`src/sv/mm2_pkg.sv`:
```
// Shared constants and command types for the MurmurHash2 engine.
// No dependencies; compiled before all other files.
package mm2_pkg;

  localparam int WORD_W       = 32;
  localparam int BYTE_COUNT_W = 3;
  localparam int PADDR_W      = 3;

  localparam logic [WORD_W-1:0] MIX_MUL = 32'h5bd1e995;
  localparam int WORD_SHIFT    = 24;
  localparam int FINAL_SHIFT_A = 13;
  localparam int FINAL_SHIFT_B = 15;

  // register index decoded from paddr[2]
  localparam logic REG_HASH_SEED = 1'b0;

  typedef enum logic [2:0] {
    OP_IDLE,
    OP_LOAD,
    OP_MIX_K1,
    OP_MIX_K2,
    OP_MIX_H,
    OP_TAIL,
    OP_FINAL
  } dp_op_t;

  typedef struct packed {
    dp_op_t op;
  } dp_cmd_t;

endpackage

```
`src/sv/mm2_key_if.sv`:
```
// Key word channel: valid/ready handshake plus the key word payload.
// Depends on mm2_pkg for field widths.
interface mm2_key_if;
  logic                              valid;
  logic                              ready;
  logic [mm2_pkg::WORD_W-1:0]        key_word;
  logic [mm2_pkg::BYTE_COUNT_W-1:0]  byte_count;
  logic                              first_word;
  logic                              last_word;
  logic [mm2_pkg::WORD_W-1:0]        total_length;

  modport source (output valid, key_word, byte_count, first_word, last_word,
                  total_length, input ready);
  modport sink (input valid, key_word, byte_count, first_word, last_word,
                total_length, output ready);
endinterface

```
`src/sv/mm2_hash_if.sv`:
```
// Hash result channel: valid/ready handshake plus the finished hash.
// Depends on mm2_pkg for field widths.
interface mm2_hash_if;
  logic                        valid;
  logic                        ready;
  logic [mm2_pkg::WORD_W-1:0]  hash_value;

  modport source (output valid, hash_value, input ready);
  modport sink (input valid, hash_value, output ready);
endinterface

```
`src/sv/mm2_ctrl.sv`:
```
// Sequencer for the hash engine: walks each key word through the shared
// multiplier steps and owns the result valid flag. Depends on mm2_pkg.
module mm2_ctrl (
  input  logic                             clk,
  input  logic                             rst,
  input  logic                             in_valid,
  input  logic [mm2_pkg::BYTE_COUNT_W-1:0] byte_count,
  input  logic                             last_word,
  output logic                             in_ready,
  output logic                             out_valid,
  input  logic                             out_ready,
  output mm2_pkg::dp_cmd_t                 cmd
);
  import mm2_pkg::*;

  typedef enum logic [2:0] {
    S_IDLE,
    S_K1,
    S_K2,
    S_HMIX,
    S_TAIL,
    S_FINAL
  } state_t;

  state_t state, state_next;
  logic   last_pend;
  logic   accept;
  logic   out_free;

  assign in_ready = (state == S_IDLE);
  assign accept   = in_valid && in_ready;
  assign out_free = !out_valid || out_ready;

  always_comb begin
    cmd.op     = OP_IDLE;
    state_next = state;
    unique case (state)
      S_IDLE: begin
        if (accept) begin
          cmd.op = OP_LOAD;
          if (byte_count[2]) begin
            state_next = S_K1;
          end else if (byte_count != '0) begin
            state_next = S_TAIL;
          end else if (last_word) begin
            state_next = S_FINAL;
          end
        end
      end
      S_K1: begin
        cmd.op     = OP_MIX_K1;
        state_next = S_K2;
      end
      S_K2: begin
        cmd.op     = OP_MIX_K2;
        state_next = S_HMIX;
      end
      S_HMIX: begin
        cmd.op     = OP_MIX_H;
        state_next = last_pend ? S_FINAL : S_IDLE;
      end
      S_TAIL: begin
        cmd.op     = OP_TAIL;
        state_next = last_pend ? S_FINAL : S_IDLE;
      end
      S_FINAL: begin
        // hold until the result register can take the new hash
        if (out_free) begin
          cmd.op     = OP_FINAL;
          state_next = S_IDLE;
        end
      end
      default: state_next = S_IDLE;
    endcase
  end

  always_ff @(posedge clk) begin
    if (rst) begin
      state     <= S_IDLE;
      last_pend <= 1'b0;
      out_valid <= 1'b0;
    end else begin
      state <= state_next;
      if (accept) begin
        last_pend <= last_word;
      end
      if (cmd.op == OP_FINAL) begin
        out_valid <= 1'b1;
      end else if (out_ready) begin
        out_valid <= 1'b0;
      end
    end
  end

endmodule

```
`src/sv/mm2_datapath.sv`:
```
// Hash datapath: running hash, word register, one shared 32-bit multiplier
// and the result register. Depends on mm2_pkg.
module mm2_datapath (
  input  logic                             clk,
  input  logic                             rst,
  input  mm2_pkg::dp_cmd_t                 cmd,
  input  logic [mm2_pkg::WORD_W-1:0]       hash_seed,
  input  logic [mm2_pkg::WORD_W-1:0]       key_word,
  input  logic [mm2_pkg::BYTE_COUNT_W-1:0] byte_count,
  input  logic                             first_word,
  input  logic [mm2_pkg::WORD_W-1:0]       total_length,
  output logic [mm2_pkg::WORD_W-1:0]       hash_value
);
  import mm2_pkg::*;

  logic [WORD_W-1:0] h;
  logic [WORD_W-1:0] k;
  logic [WORD_W-1:0] mul_a;
  logic [WORD_W-1:0] prod;
  logic [WORD_W-1:0] fin;
  logic [WORD_W-1:0] mask;

  // tail bytes beyond byte_count are dropped at load time
  always_comb begin
    case (byte_count)
      3'd1:    mask = 32'h0000_00ff;
      3'd2:    mask = 32'h0000_ffff;
      3'd3:    mask = 32'h00ff_ffff;
      default: mask = 32'hffff_ffff;
    endcase
  end

  always_comb begin
    case (cmd.op)
      OP_MIX_K1: mul_a = k;
      OP_MIX_K2: mul_a = k ^ (k >> WORD_SHIFT);
      OP_MIX_H:  mul_a = h;
      OP_TAIL:   mul_a = h ^ k;
      OP_FINAL:  mul_a = h ^ (h >> FINAL_SHIFT_A);
      default:   mul_a = '0;
    endcase
  end

  assign prod = mul_a * MIX_MUL;
  assign fin  = prod ^ (prod >> FINAL_SHIFT_B);

  always_ff @(posedge clk) begin
    if (rst) begin
      h <= '0;
    end else begin
      case (cmd.op)
        OP_LOAD: begin
          if (first_word) begin
            h <= hash_seed ^ total_length;
          end
          k <= key_word & mask;
        end
        OP_MIX_K1: k <= prod;
        OP_MIX_K2: k <= prod;
        OP_MIX_H:  h <= prod ^ k;
        OP_TAIL:   h <= prod;
        OP_FINAL: begin
          h          <= fin;
          hash_value <= fin;
        end
        default: ;
      endcase
    end
  end

endmodule

```
`src/sv/murmur2_hash_engine_core.sv`:
```
// Top level of the MurmurHash2 engine: APB seed register, controller and
// datapath. Depends on mm2_pkg, mm2_key_if, mm2_hash_if, mm2_ctrl, mm2_datapath.

// Computes the 32-bit MurmurHash2 of a key streamed as little-endian words.
// One key word is in flight at a time and all multiplies share a single
// 32x32 multiplier, one multiply per cycle: a full word runs load, two key
// multiplies and a hash multiply, a 1-3 byte tail load and a tail multiply,
// a zero-byte item load alone; the last word of a key adds the avalanche
// step. The finished hash sits in an output register, so the next key word
// can be accepted while the result waits to be taken; the avalanche step
// waits only if the previous hash is still unclaimed. hash_seed lives at
// byte address 0; write it only between keys (not enforced by the block).
module murmur2_hash_engine_core (
  input  logic                          clk,
  input  logic                          rst,
  input  logic                          psel,
  input  logic                          penable,
  input  logic                          pwrite,
  input  logic [mm2_pkg::PADDR_W-1:0]   paddr,
  input  logic [31:0]                   pwdata,
  output logic [31:0]                   prdata,
  output logic                          pready,
  mm2_key_if.sink                       key_in,
  mm2_hash_if.source                    hash_out
);
  import mm2_pkg::*;

  logic [WORD_W-1:0] hash_seed;
  logic              cfg_write;
  dp_cmd_t           cmd;

  assign pready    = 1'b1;
  assign cfg_write = psel && penable && pwrite && pready;

  always_ff @(posedge clk) begin
    if (rst) begin
      hash_seed <= '0;
    end else if (cfg_write && (paddr[2] == REG_HASH_SEED)) begin
      hash_seed <= pwdata;
    end
  end

  assign prdata = (paddr[2] == REG_HASH_SEED) ? hash_seed : '0;

  mm2_ctrl u_ctrl (
    .clk        (clk),
    .rst        (rst),
    .in_valid   (key_in.valid),
    .byte_count (key_in.byte_count),
    .last_word  (key_in.last_word),
    .in_ready   (key_in.ready),
    .out_valid  (hash_out.valid),
    .out_ready  (hash_out.ready),
    .cmd        (cmd)
  );

  mm2_datapath u_datapath (
    .clk          (clk),
    .rst          (rst),
    .cmd          (cmd),
    .hash_seed    (hash_seed),
    .key_word     (key_in.key_word),
    .byte_count   (key_in.byte_count),
    .first_word   (key_in.first_word),
    .total_length (key_in.total_length),
    .hash_value   (hash_out.hash_value)
  );

endmodule
```
`src/flat_wrapper.sv`:
```
// flat-port wrapper written by rule: the top's interface ports become plain ports
module murmur2_hash_engine_core_flat import mm2_pkg::*;
  (clk, rst, psel, penable, pwrite, paddr, pwdata, prdata, pready, key_in_valid, key_in_key_word, key_in_byte_count, key_in_first_word, key_in_last_word, key_in_total_length, key_in_ready, hash_out_valid, hash_out_hash_value, hash_out_ready);
  mm2_key_if key_in_i ();
  mm2_hash_if hash_out_i ();
  input  logic clk;
  input  logic rst;
  input  logic psel;
  input  logic penable;
  input  logic pwrite;
  input  logic [mm2_pkg::PADDR_W-1:0] paddr;
  input  logic [31:0] pwdata;
  output logic [31:0] prdata;
  output logic pready;
  input wire logic [$bits(key_in_i.valid)-1:0] key_in_valid;
  input wire logic [$bits(key_in_i.key_word)-1:0] key_in_key_word;
  input wire logic [$bits(key_in_i.byte_count)-1:0] key_in_byte_count;
  input wire logic [$bits(key_in_i.first_word)-1:0] key_in_first_word;
  input wire logic [$bits(key_in_i.last_word)-1:0] key_in_last_word;
  input wire logic [$bits(key_in_i.total_length)-1:0] key_in_total_length;
  output wire logic [$bits(key_in_i.ready)-1:0] key_in_ready;
  output wire logic [$bits(hash_out_i.valid)-1:0] hash_out_valid;
  output wire logic [$bits(hash_out_i.hash_value)-1:0] hash_out_hash_value;
  input wire logic [$bits(hash_out_i.ready)-1:0] hash_out_ready;
  assign key_in_i.valid = key_in_valid;
  assign key_in_i.key_word = key_in_key_word;
  assign key_in_i.byte_count = key_in_byte_count;
  assign key_in_i.first_word = key_in_first_word;
  assign key_in_i.last_word = key_in_last_word;
  assign key_in_i.total_length = key_in_total_length;
  assign key_in_ready = key_in_i.ready;
  assign hash_out_valid = hash_out_i.valid;
  assign hash_out_hash_value = hash_out_i.hash_value;
  assign hash_out_i.ready = hash_out_ready;
  murmur2_hash_engine_core u_core (.clk(clk), .rst(rst), .psel(psel), .penable(penable), .pwrite(pwrite), .paddr(paddr), .pwdata(pwdata), .prdata(prdata), .pready(pready), .key_in(key_in_i), .hash_out(hash_out_i));
endmodule
```
`config.mk`:
```
export PLATFORM = sky130hd
export DESIGN_NAME = murmur2_hash_engine_core_flat
export DESIGN_NICKNAME = d
export VERILOG_FILES = /design/src/sv/mm2_pkg.sv /design/src/sv/mm2_key_if.sv /design/src/sv/mm2_hash_if.sv /design/src/sv/mm2_ctrl.sv /design/src/sv/mm2_datapath.sv /design/src/sv/murmur2_hash_engine_core.sv /design/src/flat_wrapper.sv
export SDC_FILE = /design/constraint.sdc
export NUM_CORES = 1
export LEC_CHECK = 0
export ABC_AREA = 1
export BUFFER_PORTS_ARGS = -buffer_cell sky130_fd_sc_hd__buf_2
export CAP_MARGIN = 0
export CORE_MARGIN = 2
export CORE_UTILIZATION = 35
export CTS_BUF_LIST = sky130_fd_sc_hd__clkbuf_4 sky130_fd_sc_hd__clkbuf_8 sky130_fd_sc_hd__clkbuf_16
export DETAILED_ROUTE_END_ITERATION = 16
export PLACE_DENSITY_LB_ADDON = 0.1
export SLEW_MARGIN = 20
export SYNTH_ARGS = -nofsm -noshare
export SYNTH_HDL_FRONTEND = slang
export SYNTH_SLANG_ARGS = --single-unit
```
`constraint.sdc`:
```
create_clock -name clk -period 26.1 [get_ports clk]
set_clock_uncertainty 0.1 [all_clocks]
set_input_delay 1.305 -clock clk [delete_from_list [all_inputs] [get_ports clk]]
set_output_delay 1.305 -clock clk [all_outputs]
set_load 0.05 [all_outputs]
```
## Yosys cells after proc, flatten, opt, wreduce, memory -nomap -nowiden

Index checks and enable logic that the tools add are counted.

- Register bits: 133
- Input port bits: 111

- $mul: 1
- Equal/unequal tests: 18
- Muxes and demuxes: 18
- Bitwise operators: 9
- Reductions and logical operators: 17

Operators by type and width:

| kind | number |
|---|---|
| case mux 32 bit (5 select lines) | 1 |
| case mux 32 bit (4 select lines) | 1 |
| case mux 32 bit (3 select lines) | 1 |
| XOR 32 bit | 3 |
| two-way mux 32 bit | 2 |
| case mux 32 bit (2 select lines) | 1 |
| AND 32 bit | 1 |
| multiplier 32 x 31 -> 32 bit (second input constant) | 1 |
| XOR 32 x 17 -> 32 bit | 1 |
| XOR 32 x 19 -> 32 bit | 1 |
| XOR 32 x 8 -> 32 bit | 1 |
| two-way mux 3 bit | 7 |
| == test 3 x 2 -> 1 bit (second input constant) | 6 |
| case mux 3 bit (6 select lines) | 1 |
| == test 3 bit (second input constant) | 5 |
| case mux 3 bit (5 select lines) | 1 |
| == test 3 x 1 -> 1 bit (second input constant) | 3 |
| AND reduction 2 bit | 3 |
| logical AND 1 bit | 4 |
| inequality test 2 bit (second input constant) | 2 |
| inequality test 4 x 3 -> 1 bit (second input constant) | 1 |
| nonzero test 2 bit | 2 |
| nonzero test 4 bit | 1 |
| OR reduction 2 bit | 2 |
| other kinds (8) | 11 |

## Depth between registers and ports, before layout

Gate-level depths: netlist (run 1).

- Depth in word-level cells: 9
- Mapped depth: 47
- Depth with buffers taken out: 46

## Modules after synthesis

Synthesis (run 1) repeated with hierarchy kept, for this count alone.

- Cell total of the unflattened synthesis: 2,259
- Area, all modules: 17,689.5 µm²

Modules (own cells, without submodules):

| module | times used | cells each | area an instance (µm²) | seq. area each (µm²) |
|---|---|---|---|---|
| mm2_datapath | 1 | 1,928 | 15,687.5 | 2,562.5 |
| murmur2_hash_engine_core | 1 | 282 | 1,689.1 | 640.6 |
| mm2_ctrl | 1 | 49 | 312.8 | 100.1 |

## Least setup slack after synthesis (run 1)

Ideal clock, no wire load.

- Path kind: input to register
- From: input hash_out_ready
- To: register u_core.u_datapath.hash_value[13] in the netlist's numbering, data pin
- Data arrival time: 9,277 ps
- Path slack: 16,468 ps
- Stages: 31
- Path through: nor2_1 > nor2_4 > buf_6 > nor2_1 > nor3_1 > o311ai_0 > fa_1 > ha_1 > inv_1 > fa_1 > fa_1 > fa_1 > inv_1 > fa_1 > fa_1 > inv_1 > fa_1 > inv_1 > ha_1 > nand2_1 > nor3_1 > nand3_1 > nand3_1 > inv_1 > o21ai_0 > nand2_1 > nand3_1 > nand2_1 > inv_1 > nand2_1 > and2_1

- Word-level cells in the longest chain between the ends: 7
- Elaborated cells between the ends (all ways): 11
- Those cells by class: mul: 1; eq/ne: 5; mux: 3; bitwise: 1; reduce/logical: 1

Ends and longest elaborated chain:

| what | RTL line | source |
|---|---|---|
| start, declared | flat_wrapper.sv:24 | `input wire logic [$bits(hash_out_i.ready)-1:0] hash_out_ready;` |
| logical OR 1 bit * | mm2_ctrl.sv:32 | `assign out_free = !out_valid \|\| out_ready;` |
| two-way mux 3 bit * | mm2_ctrl.sv:68 | `if (out_free) begin` |
| case mux 3 bit (6 select lines) * | mm2_ctrl.sv:37 | `unique case (state)` |
| == test 3 bit or == test 3 x 2 -> 1 bit (tied branches) | mm2_datapath.sv:34 | `case (cmd.op)` |
| case mux 32 bit (5 select lines) * | mm2_datapath.sv:34 |  |
| multiplier 32 x 31 -> 32 bit * | mm2_datapath.sv:44 | `assign prod = mul_a * MIX_MUL;` |
| XOR 32 x 17 -> 32 bit * | mm2_datapath.sv:45 | `assign fin = prod ^ (prod >> FINAL_SHIFT_B);` |
| named net u_core.u_datapath.fin[13] | mm2_datapath.sv:20 | `logic [WORD_W-1:0] fin;` |
| end signal, assigned | mm2_datapath.sv:64 | `hash_value <= fin;` |
| end, declared | mm2_datapath.sv:12 | `output logic [mm2_pkg::WORD_W-1:0] hash_value` |

Mark *: on every way through the listed nets, which the timed path passes. The rest lies on a longest branch.
A chain may end at the register's enable or synchronous reset.

## Worst setup path in the final report (run 1)

- From: input hash_out_ready
- To: register u_core.u_datapath.h[15]

- Word-level cells in the longest chain between the ends: 8
- Elaborated cells between the ends (all ways): 17
- Those cells by class: mul: 1; eq/ne: 7; mux: 4; bitwise: 2; reduce/logical: 3

Ends and longest elaborated chain:

| what | RTL line | source |
|---|---|---|
| logical OR 1 bit * | mm2_ctrl.sv:32 |  |
| two-way mux 3 bit * | mm2_ctrl.sv:68 |  |
| case mux 3 bit (6 select lines) * | mm2_ctrl.sv:37 |  |
| == test 3 bit or == test 3 x 2 -> 1 bit (tied branches) | mm2_datapath.sv:34 |  |
| case mux 32 bit (5 select lines) * | mm2_datapath.sv:34 |  |
| multiplier 32 x 31 -> 32 bit * | mm2_datapath.sv:44 |  |
| XOR 32 x 17 -> 32 bit * | mm2_datapath.sv:45 |  |
| named net u_core.u_datapath.fin[15] | mm2_datapath.sv:20 |  |
| case mux 32 bit (4 select lines) * | mm2_datapath.sv:51 | `case (cmd.op)` |
| end signal, assigned | mm2_datapath.sv:54 | `h <= hash_seed ^ total_length;` |
| end signal, assigned | mm2_datapath.sv:60 | `OP_MIX_H: h <= prod ^ k;` |
| end signal, assigned | mm2_datapath.sv:61 | `OP_TAIL: h <= prod;` |
| end, declared | mm2_datapath.sv:16 | `logic [WORD_W-1:0] h;` |

Marks and branches as above.

==> out/metrics.cfg, run 1 <==
[global_route]
globalRouteMet2Util_pct = 39.3
grt_pass1_vias = 15200
grt_util_met3_pct = 2.32
antenna_found_initial = 1
grt_pass1_wl_um = 93400
grt-ovfl-total = 0
grt_max_degree = 43
busiest_layer = met2
track_usage_pct = 23.8
use_met1_pct = 33.5

[layout]
num-nets-final = 2902
drive_above_1_share_pct = 11.7
num-fill-cells = 5288
syn2layout_area_growth_pct = 12.5
fin_util_pct = 39.7
register_area_um2 = 3300
layout_commonest_cell = inv_1
multi_input_area_um2 = 11900
final_cell_mix = inv_1, nand2_1, ha_1

[run_status]
outcome = finished clean

[setup_path]
r2r_end = u_core.u_datapath.h[15]
worst_path_most_repeated_cell = nand2_1
arrival_ns = 11.79
slowest_delay_ns = 0.74
cp_max_fo = 32
r2r_start = u_core.u_ctrl.state[1]
crit_type = input pin to flip-flop
critical_path_depth = 37
worst-path-buf-inv = 9
start_kind = input pin
rrSetupSlack_ns = 15.01
cp.required_ns = 26.37
crit_slowest_cell = inv_2
cpLargestDelayFamily = adder cells
r2r_cells = 37
end_kind = flip-flop

[clock_network]
cts_sinks = 133
cts_post_setup_buffers_inserted = 0
cts_max_level = 4
clock_latency_ns = 0.45
cts_resized = 0
cts_buffers = 17
hold_buffers = 0
cts_tree = done
cts_root_buf = clkbuf_16
clockBufferDepth = 2
clk_pin_slew_ns = 0.07

[synth]
synth_area_um2 = 17600
syn_avg_cell_area_um2 = 7.88
synth_top_family_by_area = adder cells
synth_seq_area_share_pct = 18.8
ys.flop_type = dfxtp_1
yosys_warnings = 0
synthMuxAreaShare_pct = 0
synth_cells = 2235
ys_types = 56
synth-seq-cells = 133
yosys.area_share.simple_pct = 16.0
syn_nets = 2743
synth_compound_area_share_pct = 11.1
synth_edf_count = 64
synthAdderAreaFrac_pct = 35.9
synth_xor_area_share_pct = 4.33
postSynth.asyncResetShare_pct = 0

[sta]
slew_violations = 0
whs_ns = 0.377
layout_min_cycle_time_ns = 11.52
setup_viol_count_final = 0
max_freq_ghz = 0.0868
rsz0062_at_grt = no
slew_headroom_pct = 30.5
period_share_pct = 44.2
tightest_slew_ns = 1.04
hold_violations = 0
fin_tns_setup_ns = 0

[hold_path]
holdPathEnd = u_core.u_ctrl.last_pend
hold_path.startpoint = u_core.u_ctrl.last_pend
min_path_type = flip-flop to flip-flop
holdPathStages = 2

[drt]
drtIter0Drc = 1157
first_pass_iters = 6
drc = 0
drt-wirelength-per-cell_um = 19.8
num_vias = 15100
ant_nets = 0
via_per_inst = 4.90
drt_wl_total_um = 61100

[placement]
io_buffers = 174
dpl.hpwl_um = 48800
gp_congestion = 0.893

[die]
die_y_um = 228
die_x_um = 228
core_um2 = 50000
rows = 82
start_util_pct = 35.3
dieArea_um2 = 52100
pin_count = 178

[flow_run]
cap_violations = 0

[synthesized netlist by cell type (5+ instances only)]
master | count | share of area, %
nor3b_1 | 7 | 0.30
a221oi_1 | 6 | 0.30
a21oi_1 | 119 | 3.4
nand2_2 | 6 | 0.21
a31oi_1 | 12 | 0.43
xnor2_1 | 34 | 1.7
ha_1 | 216 | 15
o22ai_1 | 10 | 0.36
o21ai_1 | 5 | 0.14
dfxtp_1 | 69 | 7.8
nand3_1 | 87 | 2.5
edfxtp_1 | 64 | 11
nor3_1 | 16 | 0.45
o21ai_0 | 117 | 3.3
nand4_1 | 15 | 0.53
xor2_1 | 53 | 2.6
fa_1 | 181 | 21
buf_2 | 6 | 0.17
o2111ai_1 | 13 | 0.65
o21a_1 | 5 | 0.21
inv_1 | 560 | 12
o211ai_1 | 22 | 0.94
nand3_2 | 5 | 0.28
nand2_1 | 371 | 7.9
or2_2 | 13 | 0.46
inv_2 | 8 | 0.17
clkbuf_1 | 41 | 0.87
buf_4 | 6 | 0.26
nor2_1 | 107 | 2.3
o311ai_0 | 5 | 0.25
[layout make-up]
| type | count | share of cell area, % |
|---|---|---|
| antenna | 1 | 0.0126 |
| clock buffer | 19 | 2.22 |
| clock inverter | 13 | 0.631 |
| inverter | 572 | 10.8 |
| multi-input combinational | 1471 | 60.0 |
| sequential | 133 | 16.7 |
| tap | 672 | 4.24 |
| timing repair buffer | 199 | 5.34 |
[worst reg2reg max path: cells and delay by family, from the launching register on]
family                   cells  cell delay, ns
buffers and inverters        9            2.21
AND/OR/NAND/NOR             16            3.14
AO/OA/AOI/OAI                2            0.46
adder cells (fa/ha/maj)      9            4.20
flip-flops                   1            0.56
XOR/XNOR                     1            0.36
[worst max-delay path by stage]
stage                                             endpoint      startpoint
after floorplan           u_core.u_datapath.hash_value[13]  hash_out_ready
after global placement             u_core.u_datapath.h[15]  hash_out_ready
after detailed placement           u_core.u_datapath.h[15]  hash_out_ready
after CTS                          u_core.u_datapath.h[15]  hash_out_ready
after global routing               u_core.u_datapath.h[15]  hash_out_ready
final                              u_core.u_datapath.h[15]  hash_out_ready
[state kept, by name, summed over array words and instances (netlist names)]
signal,flops
u_core.u_ctrl.last_pend,1
u_core.u_ctrl.out_valid,1
u_core.u_datapath.h,32
u_core.u_datapath.hash_value,32
u_core.u_ctrl.state,3
u_core.hash_seed,32
u_core.u_datapath.k,32
[routing by layer]
layer	vias to the layer above	part of all wire, %	routed length [um]
met4	2	1.9	1160
met2	452	46	28000
met5	-	0.011	7
met3	69	5.6	3430
met1	7241	47	28400
li1	7335	-	-
[kinds of logic after synthesis]
kind of cell    count (synthesis)
simple gates                  648
flops                         133
fa+ha+maj                     397
xor+xnor                       87
compound gates                338
buf+inv                       631
other cells                     1
[stage by stage]
stage               instances  instance area (um2)  setup WS [ns]
detailed placement       3047                19300          14.10
finish                   3080                19800          14.58
global route             3079                19800          13.94
CTS                      3079                19800          14.56
floorplan                2235                17600          16.47
global placement         3047                19300          14.13
Power of run 1 is not shown: default switching activity piles up to over one toggle a cycle in this logic, so the estimate is an artifact.
==> run 2, diff against run 1 <==
==> constraint.sdc (replaced) <==
create_clock -name clk -period 10.6 [get_ports clk]
set_clock_uncertainty 0.1 [all_clocks]
set_input_delay 0.53 -clock clk [delete_from_list [all_inputs] [get_ports clk]]
set_output_delay 0.53 -clock clk [all_outputs]
set_load 0.05 [all_outputs]
==> run 2 against run 1 <==
Utilization rose by 0.33 points. First-iteration DRC count barely moved. Hold slack worse by 0.11 ns. Critical path type is now flip-flop to flip-flop. Final area grew 0.84%. Critical endpoint unchanged.
==> out/metrics.cfg, run 2 (synthesized netlist as in run 1, its figures left out) <==
[placement]
gp_congestion = 0.943  ; +5.5%
post-place-ws_ns = 1.17  ; -12.93 ns
dpl.hpwl_um = 50900  ; +4.3%
io_buffers = 174  ; unchanged

[layout]
layout_commonest_cell = inv_1
register_area_um2 = 3300  ; unchanged
num-nets-final = 2921  ; +0.65%
drive_above_1_share_pct = 12.4  ; +0.69 points
antenna_cells = 0  ; -1
fin_util_pct = 40.0  ; +0.33 points
multi_input_area_um2 = 11900  ; unchanged
syn2layout_area_growth_pct = 13.5
num-fill-cells = 5303  ; +0.28%
final_cell_mix = inv_1, nand2_1, ha_1

[sta]
max_freq_ghz = 0.105
final.setup.worst_slack_ns = 1.11  ; -13.46 ns
tightest_slew_ns = 1.02  ; -0.0169 ns
slew_violations = 0  ; unchanged
setup_viol_count_final = 0  ; unchanged
rsz0062_at_grt = no
slew_headroom_pct = 31.7  ; +1.1 points
period_share_pct = 89.5
hold_violations = 0  ; unchanged
fin_tns_setup_ns = 0  ; unchanged
layout_min_cycle_time_ns = 9.49

[setup_path]
worst-path-buf-inv = 10  ; +1
arrival_ns = 9.77  ; -2.02 ns
crit_type = flip-flop to flip-flop
rrSetupSlack_ns = 1.11  ; -13.90 ns
cpLargestDelayFamily = adder cells
slowest_delay_ns = 0.56  ; -0.18 ns
crit_slowest_cell = dfxtp_1
cp_max_fo = 13  ; -59%
cp.required_ns = 10.88  ; -15.49 ns
worst_path_most_repeated_cell = inv_1
start_kind = flip-flop
end_kind = flip-flop

[drt]
via_per_inst = 4.96  ; +1.1%
first_pass_iters = 5  ; -1
num_vias = 15400  ; +1.7%
drt_wl_total_um = 62300  ; +2.0%
drtIter0Drc = 1158  ; +0.086%
drc = 0  ; unchanged
drt-wirelength-per-cell_um = 20.1  ; +1.4%
ant_nets = 0  ; unchanged

[clock_network]
hold_buffers = 0  ; unchanged
cts_tree = done
cts_buffers = 17  ; unchanged
cts_root_buf = clkbuf_16
clockBufferDepth = 2  ; unchanged
clk_pin_slew_ns = 0.07  ; about the same
cts_post_setup_buffers_inserted = 0  ; unchanged
cts_sinks = 133  ; unchanged
clock_latency_ns = 0.46  ; about the same
cts_max_level = 4  ; unchanged
cts_resized = 0  ; unchanged

[die]
core_um2 = 50000  ; unchanged
die_x_um = 228  ; unchanged
pin_count = 178  ; unchanged
start_util_pct = 35.3  ; unchanged
dieArea_um2 = 52100  ; unchanged
die_y_um = 228  ; unchanged
rows = 82  ; unchanged

[hold_path]
min_path_type = input pin to flip-flop

[run_status]
outcome = finished clean

[global_route]
grt_pass1_vias = 15500  ; +2.0%
grt_max_degree = 43  ; unchanged
grt-ovfl-total = 0  ; unchanged
antenna_found_initial = 3  ; +2
grt_pass1_wl_um = 95400  ; +2.2%
track_usage_pct = 24.3  ; +0.54 points

[flow_run]
cap_violations = 0  ; unchanged

[run 2: layout make-up]
class,instances,share of cell area [%]
flip-flops and latches,133,16.5
multi-input cells,1471,59.5
clock buffers,22,2.55
clock inverters,10,0.407
inverters,572,10.8
well taps,672,4.21
repair buffers,218,6.01
[run 2: worst register-to-register path: cells and delay by family, from the launching register on]
family / cells / cell delay (ns)
DFF: 1 / 0.56
AOI/OAI and AO/OA: 4 / 1.10
adders and majority gates: 9 / 4.25
and+or+nand+nor: 11 / 1.58
buffers and inverters: 10 / 1.56
xor gates and xnor gates: 1 / 0.29
[run 2: worst paths after layout]
path	from	endpoint	cells after the start
worst max-delay path	u_core.u_ctrl.state[1]	u_core.u_datapath.h[15]	35
worst min-delay path	key_in_key_word[6]	u_core.u_datapath.k[6]	3
worst max register to register	u_core.u_ctrl.state[1]	u_core.u_datapath.h[15]	35
worst min register to register	u_core.u_ctrl.last_pend	u_core.u_ctrl.last_pend	2
[run 2: per-layer routing]
metal	GRT usage [%]	vias to the layer above	part of all wire, %
li1	-	7379	-
met1	34.0	7442	47
met2	39.0	463	45
met3	3.29	71	5.3
met4	7.60	2	3.0
met5	0	-	0.021
[run 2: per-stage QoR]
stage	hold WS (ns)	area, um2	std cells
finish	0.263	20000	3098
global placement	0.358	19400	3065
floorplan	0.341	17600	2235
global route	0.276	20000	3098
CTS	0.247	20000	3097
detailed placement	0.360	19400	3065
Power of run 2 is left out for the same reason.
==> run 3, diff against run 2 <==
--- a/config.mk
+++ b/config.mk
@@ -5,14 +5,14 @@
 export SDC_FILE = /design/constraint.sdc
 export NUM_CORES = 1
 export LEC_CHECK = 0
-export ABC_AREA = 1
 export BUFFER_PORTS_ARGS = -buffer_cell sky130_fd_sc_hd__buf_2
 export CAP_MARGIN = 0
-export CORE_MARGIN = 2
+export CORE_MARGIN = 3
 export CORE_UTILIZATION = 35
 export CTS_BUF_LIST = sky130_fd_sc_hd__clkbuf_4 sky130_fd_sc_hd__clkbuf_8 sky130_fd_sc_hd__clkbuf_16
 export DETAILED_ROUTE_END_ITERATION = 16
 export PLACE_DENSITY_LB_ADDON = 0.1
+export SKIP_CTS_REPAIR_TIMING = 1
 export SLEW_MARGIN = 20
 export SYNTH_ARGS = -nofsm -noshare
 export SYNTH_HDL_FRONTEND = slang
==> run 3 against run 2 <==
Synthesized cell count shrank 17%. Clock-buffer cell count shrank 1. Register-to-register slack lost 0.25 ns. Final area shrank 3.6%. Via count shrank 10%. First-iteration DRC count shrank 13%. Die area shrank 2.5%. Fmax shrank 2.6%. Non-clock buffer count grew 12. Hold slack lost 0.043 ns.
==> out/metrics.cfg, run 3 <==
[sta]
fin_tns_setup_ns = 0  ; unchanged
max_freq_ghz = 0.103  ; -2.6%
period_share_pct = 91.9  ; +2.4 points
tightest_slew_ns = 1.00  ; -0.0185 ns
whs_ns = 0.220  ; -0.0431 ns
rsz0062_at_grt = no
hold_violations = 0  ; unchanged
setup_viol_count_final = 0  ; unchanged
layout_min_cycle_time_ns = 9.74  ; +0.250 ns
slew_headroom_pct = 32.7  ; +1.0 points
slew_violations = 0  ; unchanged
final.setup.worst_slack_ns = 0.862  ; -0.250 ns

[synth]
synth_cells = 1857  ; -17%
synth_edf_count = 64  ; unchanged
synth-seq-cells = 133  ; unchanged
yosys-top-cells-area = fa_1, ha_1, edfxtp_1
ys_types = 82  ; +46%
yosys_warnings = 0  ; unchanged
syn_avg_cell_area_um2 = 9.08  ; +15%
yosysTopAreaCell = fa_1
synth_common_cells = inv_1, ha_1, fa_1, nand2_1, a21oi_1
postSynth.asyncResetShare_pct = 0  ; unchanged
synth_area_um2 = 16900  ; -4.3%
netlist.area_leader.share_pct = 21.5  ; +0.91 points
synth_seq_area_share_pct = 19.6  ; +0.83 points
syn_nets = 2365  ; -14%
yosysMostFrequentCell = inv_1
ys.flop_type = dfxtp_1

[drt]
drt_wl_total_um = 57800  ; -7.2%
first_pass_iters = 6  ; +1
ant_nets = 0  ; unchanged
via_per_inst = 5.19  ; +4.7%
met3WireLength_um = 3850  ; +17%
topRoutingLayerUsed = met5
drc = 0  ; unchanged
drt-wirelength-per-cell_um = 21.8  ; +8.4%
route.met2.wl_um = 26800  ; -3.6%
met1_length_um = 24600  ; -16%
drtIter0Drc = 1005  ; -13%
num_vias = 13800  ; -10%

[layout]
final_cell_mix = inv_1, ha_1, fa_1
layout_commonest_cell = inv_1
antenna_cells = 0  ; unchanged
num-nets-final = 2540  ; -13%
syn2layout_area_growth_pct = 14.3
drive_above_1_share_pct = 14.0  ; +1.6 points

[die]
pin_count = 178  ; unchanged
rows = 79  ; -3.7%
die_y_um = 226  ; -1.2%
die_x_um = 226  ; -1.2%
dieArea_um2 = 50900  ; -2.5%
core_um2 = 47100  ; -5.8%
start_util_pct = 35.8  ; +0.59 points

[setup_path]
r2r_cells = 26  ; -26%
rrSetupSlack_ns = 0.86  ; -0.25 ns
cp_max_fo = 61  ; +48
r2r_start = u_core.u_ctrl.state[0]
end_kind = flip-flop
start_kind = flip-flop
arrival_ns = 9.95  ; +0.18 ns
cp.required_ns = 10.81  ; -0.07 ns
r2r_end = u_core.u_datapath.h[14]
crit_type = flip-flop to flip-flop

[clock_network]
clock_latency_ns = 0.44  ; -0.02 ns
cts_buffers = 17  ; unchanged
cts_tree = done
cts_sinks = 133  ; unchanged
cts_max_level = 4  ; unchanged
cts_root_buf = clkbuf_16
clockBufferDepth = 2  ; unchanged
clk_pin_slew_ns = 0.06  ; about the same

[global_route]
grt_pass1_wl_um = 87300  ; -8.5%
antenna_found_initial = 1  ; -2
grt-ovfl-total = 0  ; unchanged
grt_max_degree = 62  ; +44%
grt_pass1_vias = 14300  ; -7.8%
track_usage_pct = 23.2  ; -1.1 points

[placement]
gp_congestion = 0.925  ; -1.9%
io_buffers = 174  ; unchanged
post-place-ws_ns = 0.871  ; -0.299 ns
dpl.hpwl_um = 46100  ; -9.4%

[run_status]
outcome = finished clean

[hold_path]
min_path_type = input pin to flip-flop
holdPathEnd = u_core.hash_seed[26]
holdPathStages = 3  ; unchanged
hold_path.startpoint = pwdata[26]

[flow_run]
cap_violations = 0  ; unchanged

run 3: worst max-delay path: stages, from the launching register on:
cell	delay (ns)
dfxtp_2	0.33
buf_4	0.50
xnor2_1	0.25
o21ai_4	0.39
a221oi_1	0.14
a21oi_1	0.77
fa_1	0.64
ha_1	0.33
inv_1	0.05
fa_1	0.38
fa_1	0.51
fa_1	0.55
inv_1	0.05
fa_1	0.40
fa_1	0.52
inv_1	0.05
fa_1	0.50
inv_1	0.05
ha_1	0.38
and3_1	0.32
a221o_1	0.35
a31oi_1	0.46
o21ai_1	0.17
xor2_1	0.75
xor2_1	0.22
a221oi_1	0.33
nor3_1	0.08
run 3: area by class of cell:
type | count | area, um2
multi-input cells | 1284 | 11900
inverters | 366 | 1380
clock buffers | 21 | 497
flip-flops and latches | 133 | 3300
fillers | 4818 | 27800
well taps | 607 | 759
repair buffers | 230 | 1320
clock inverters | 11 | 97.6
run 3: routing by layer:
layer / up-vias / GRT usage [%]
li1: 6517 / -
met1: 6642 / 30.1
met2: 496 / 37.8
met3: 110 / 4.38
met4: 2 / 10.4
met5: - / 0
run 3: kinds of logic (layout without fill, tap and decap cells):
family          Yosys count  after routing  synth area share (%)
compound gates          376            376                  14.7
xor+xnor                135            135                  7.59
fa+ha+maj               401            401                  37.7
buf+inv                 440            628                  10.0
flops                   133            133                  19.6
mux                      10             10                 0.608
other cells               1              1                0.0222
simple gates            361            361                  9.73
run 3: how the worst max path moves through the flow:
stage	from	endpoint	slack [ns]	depth (start not counted)
after floorplan	u_core.u_ctrl.state[1]	u_core.u_datapath.h[30]	1.88	30
after global placement	u_core.u_ctrl.state[2]	u_core.u_datapath.h[14]	0.88	27
after detailed placement	u_core.u_ctrl.state[2]	u_core.u_datapath.h[14]	0.87	27
after CTS	u_core.u_ctrl.state[2]	u_core.u_datapath.h[14]	0.81	27
after global routing	u_core.u_ctrl.state[0]	u_core.u_datapath.h[14]	0.41	31
final	u_core.u_ctrl.state[0]	u_core.u_datapath.h[14]	0.86	26
run 3: through the flow:
step,area (um2),util (%),cells
after detailed placement,18700,39.7,2620
after floorplan,16900,-,1857
after CTS,19300,40.9,2652
final,19300,41.0,2652
after global routing,19300,41.0,2652
after global placement,18600,39.6,2619
Power of run 3 is left out for the same reason.
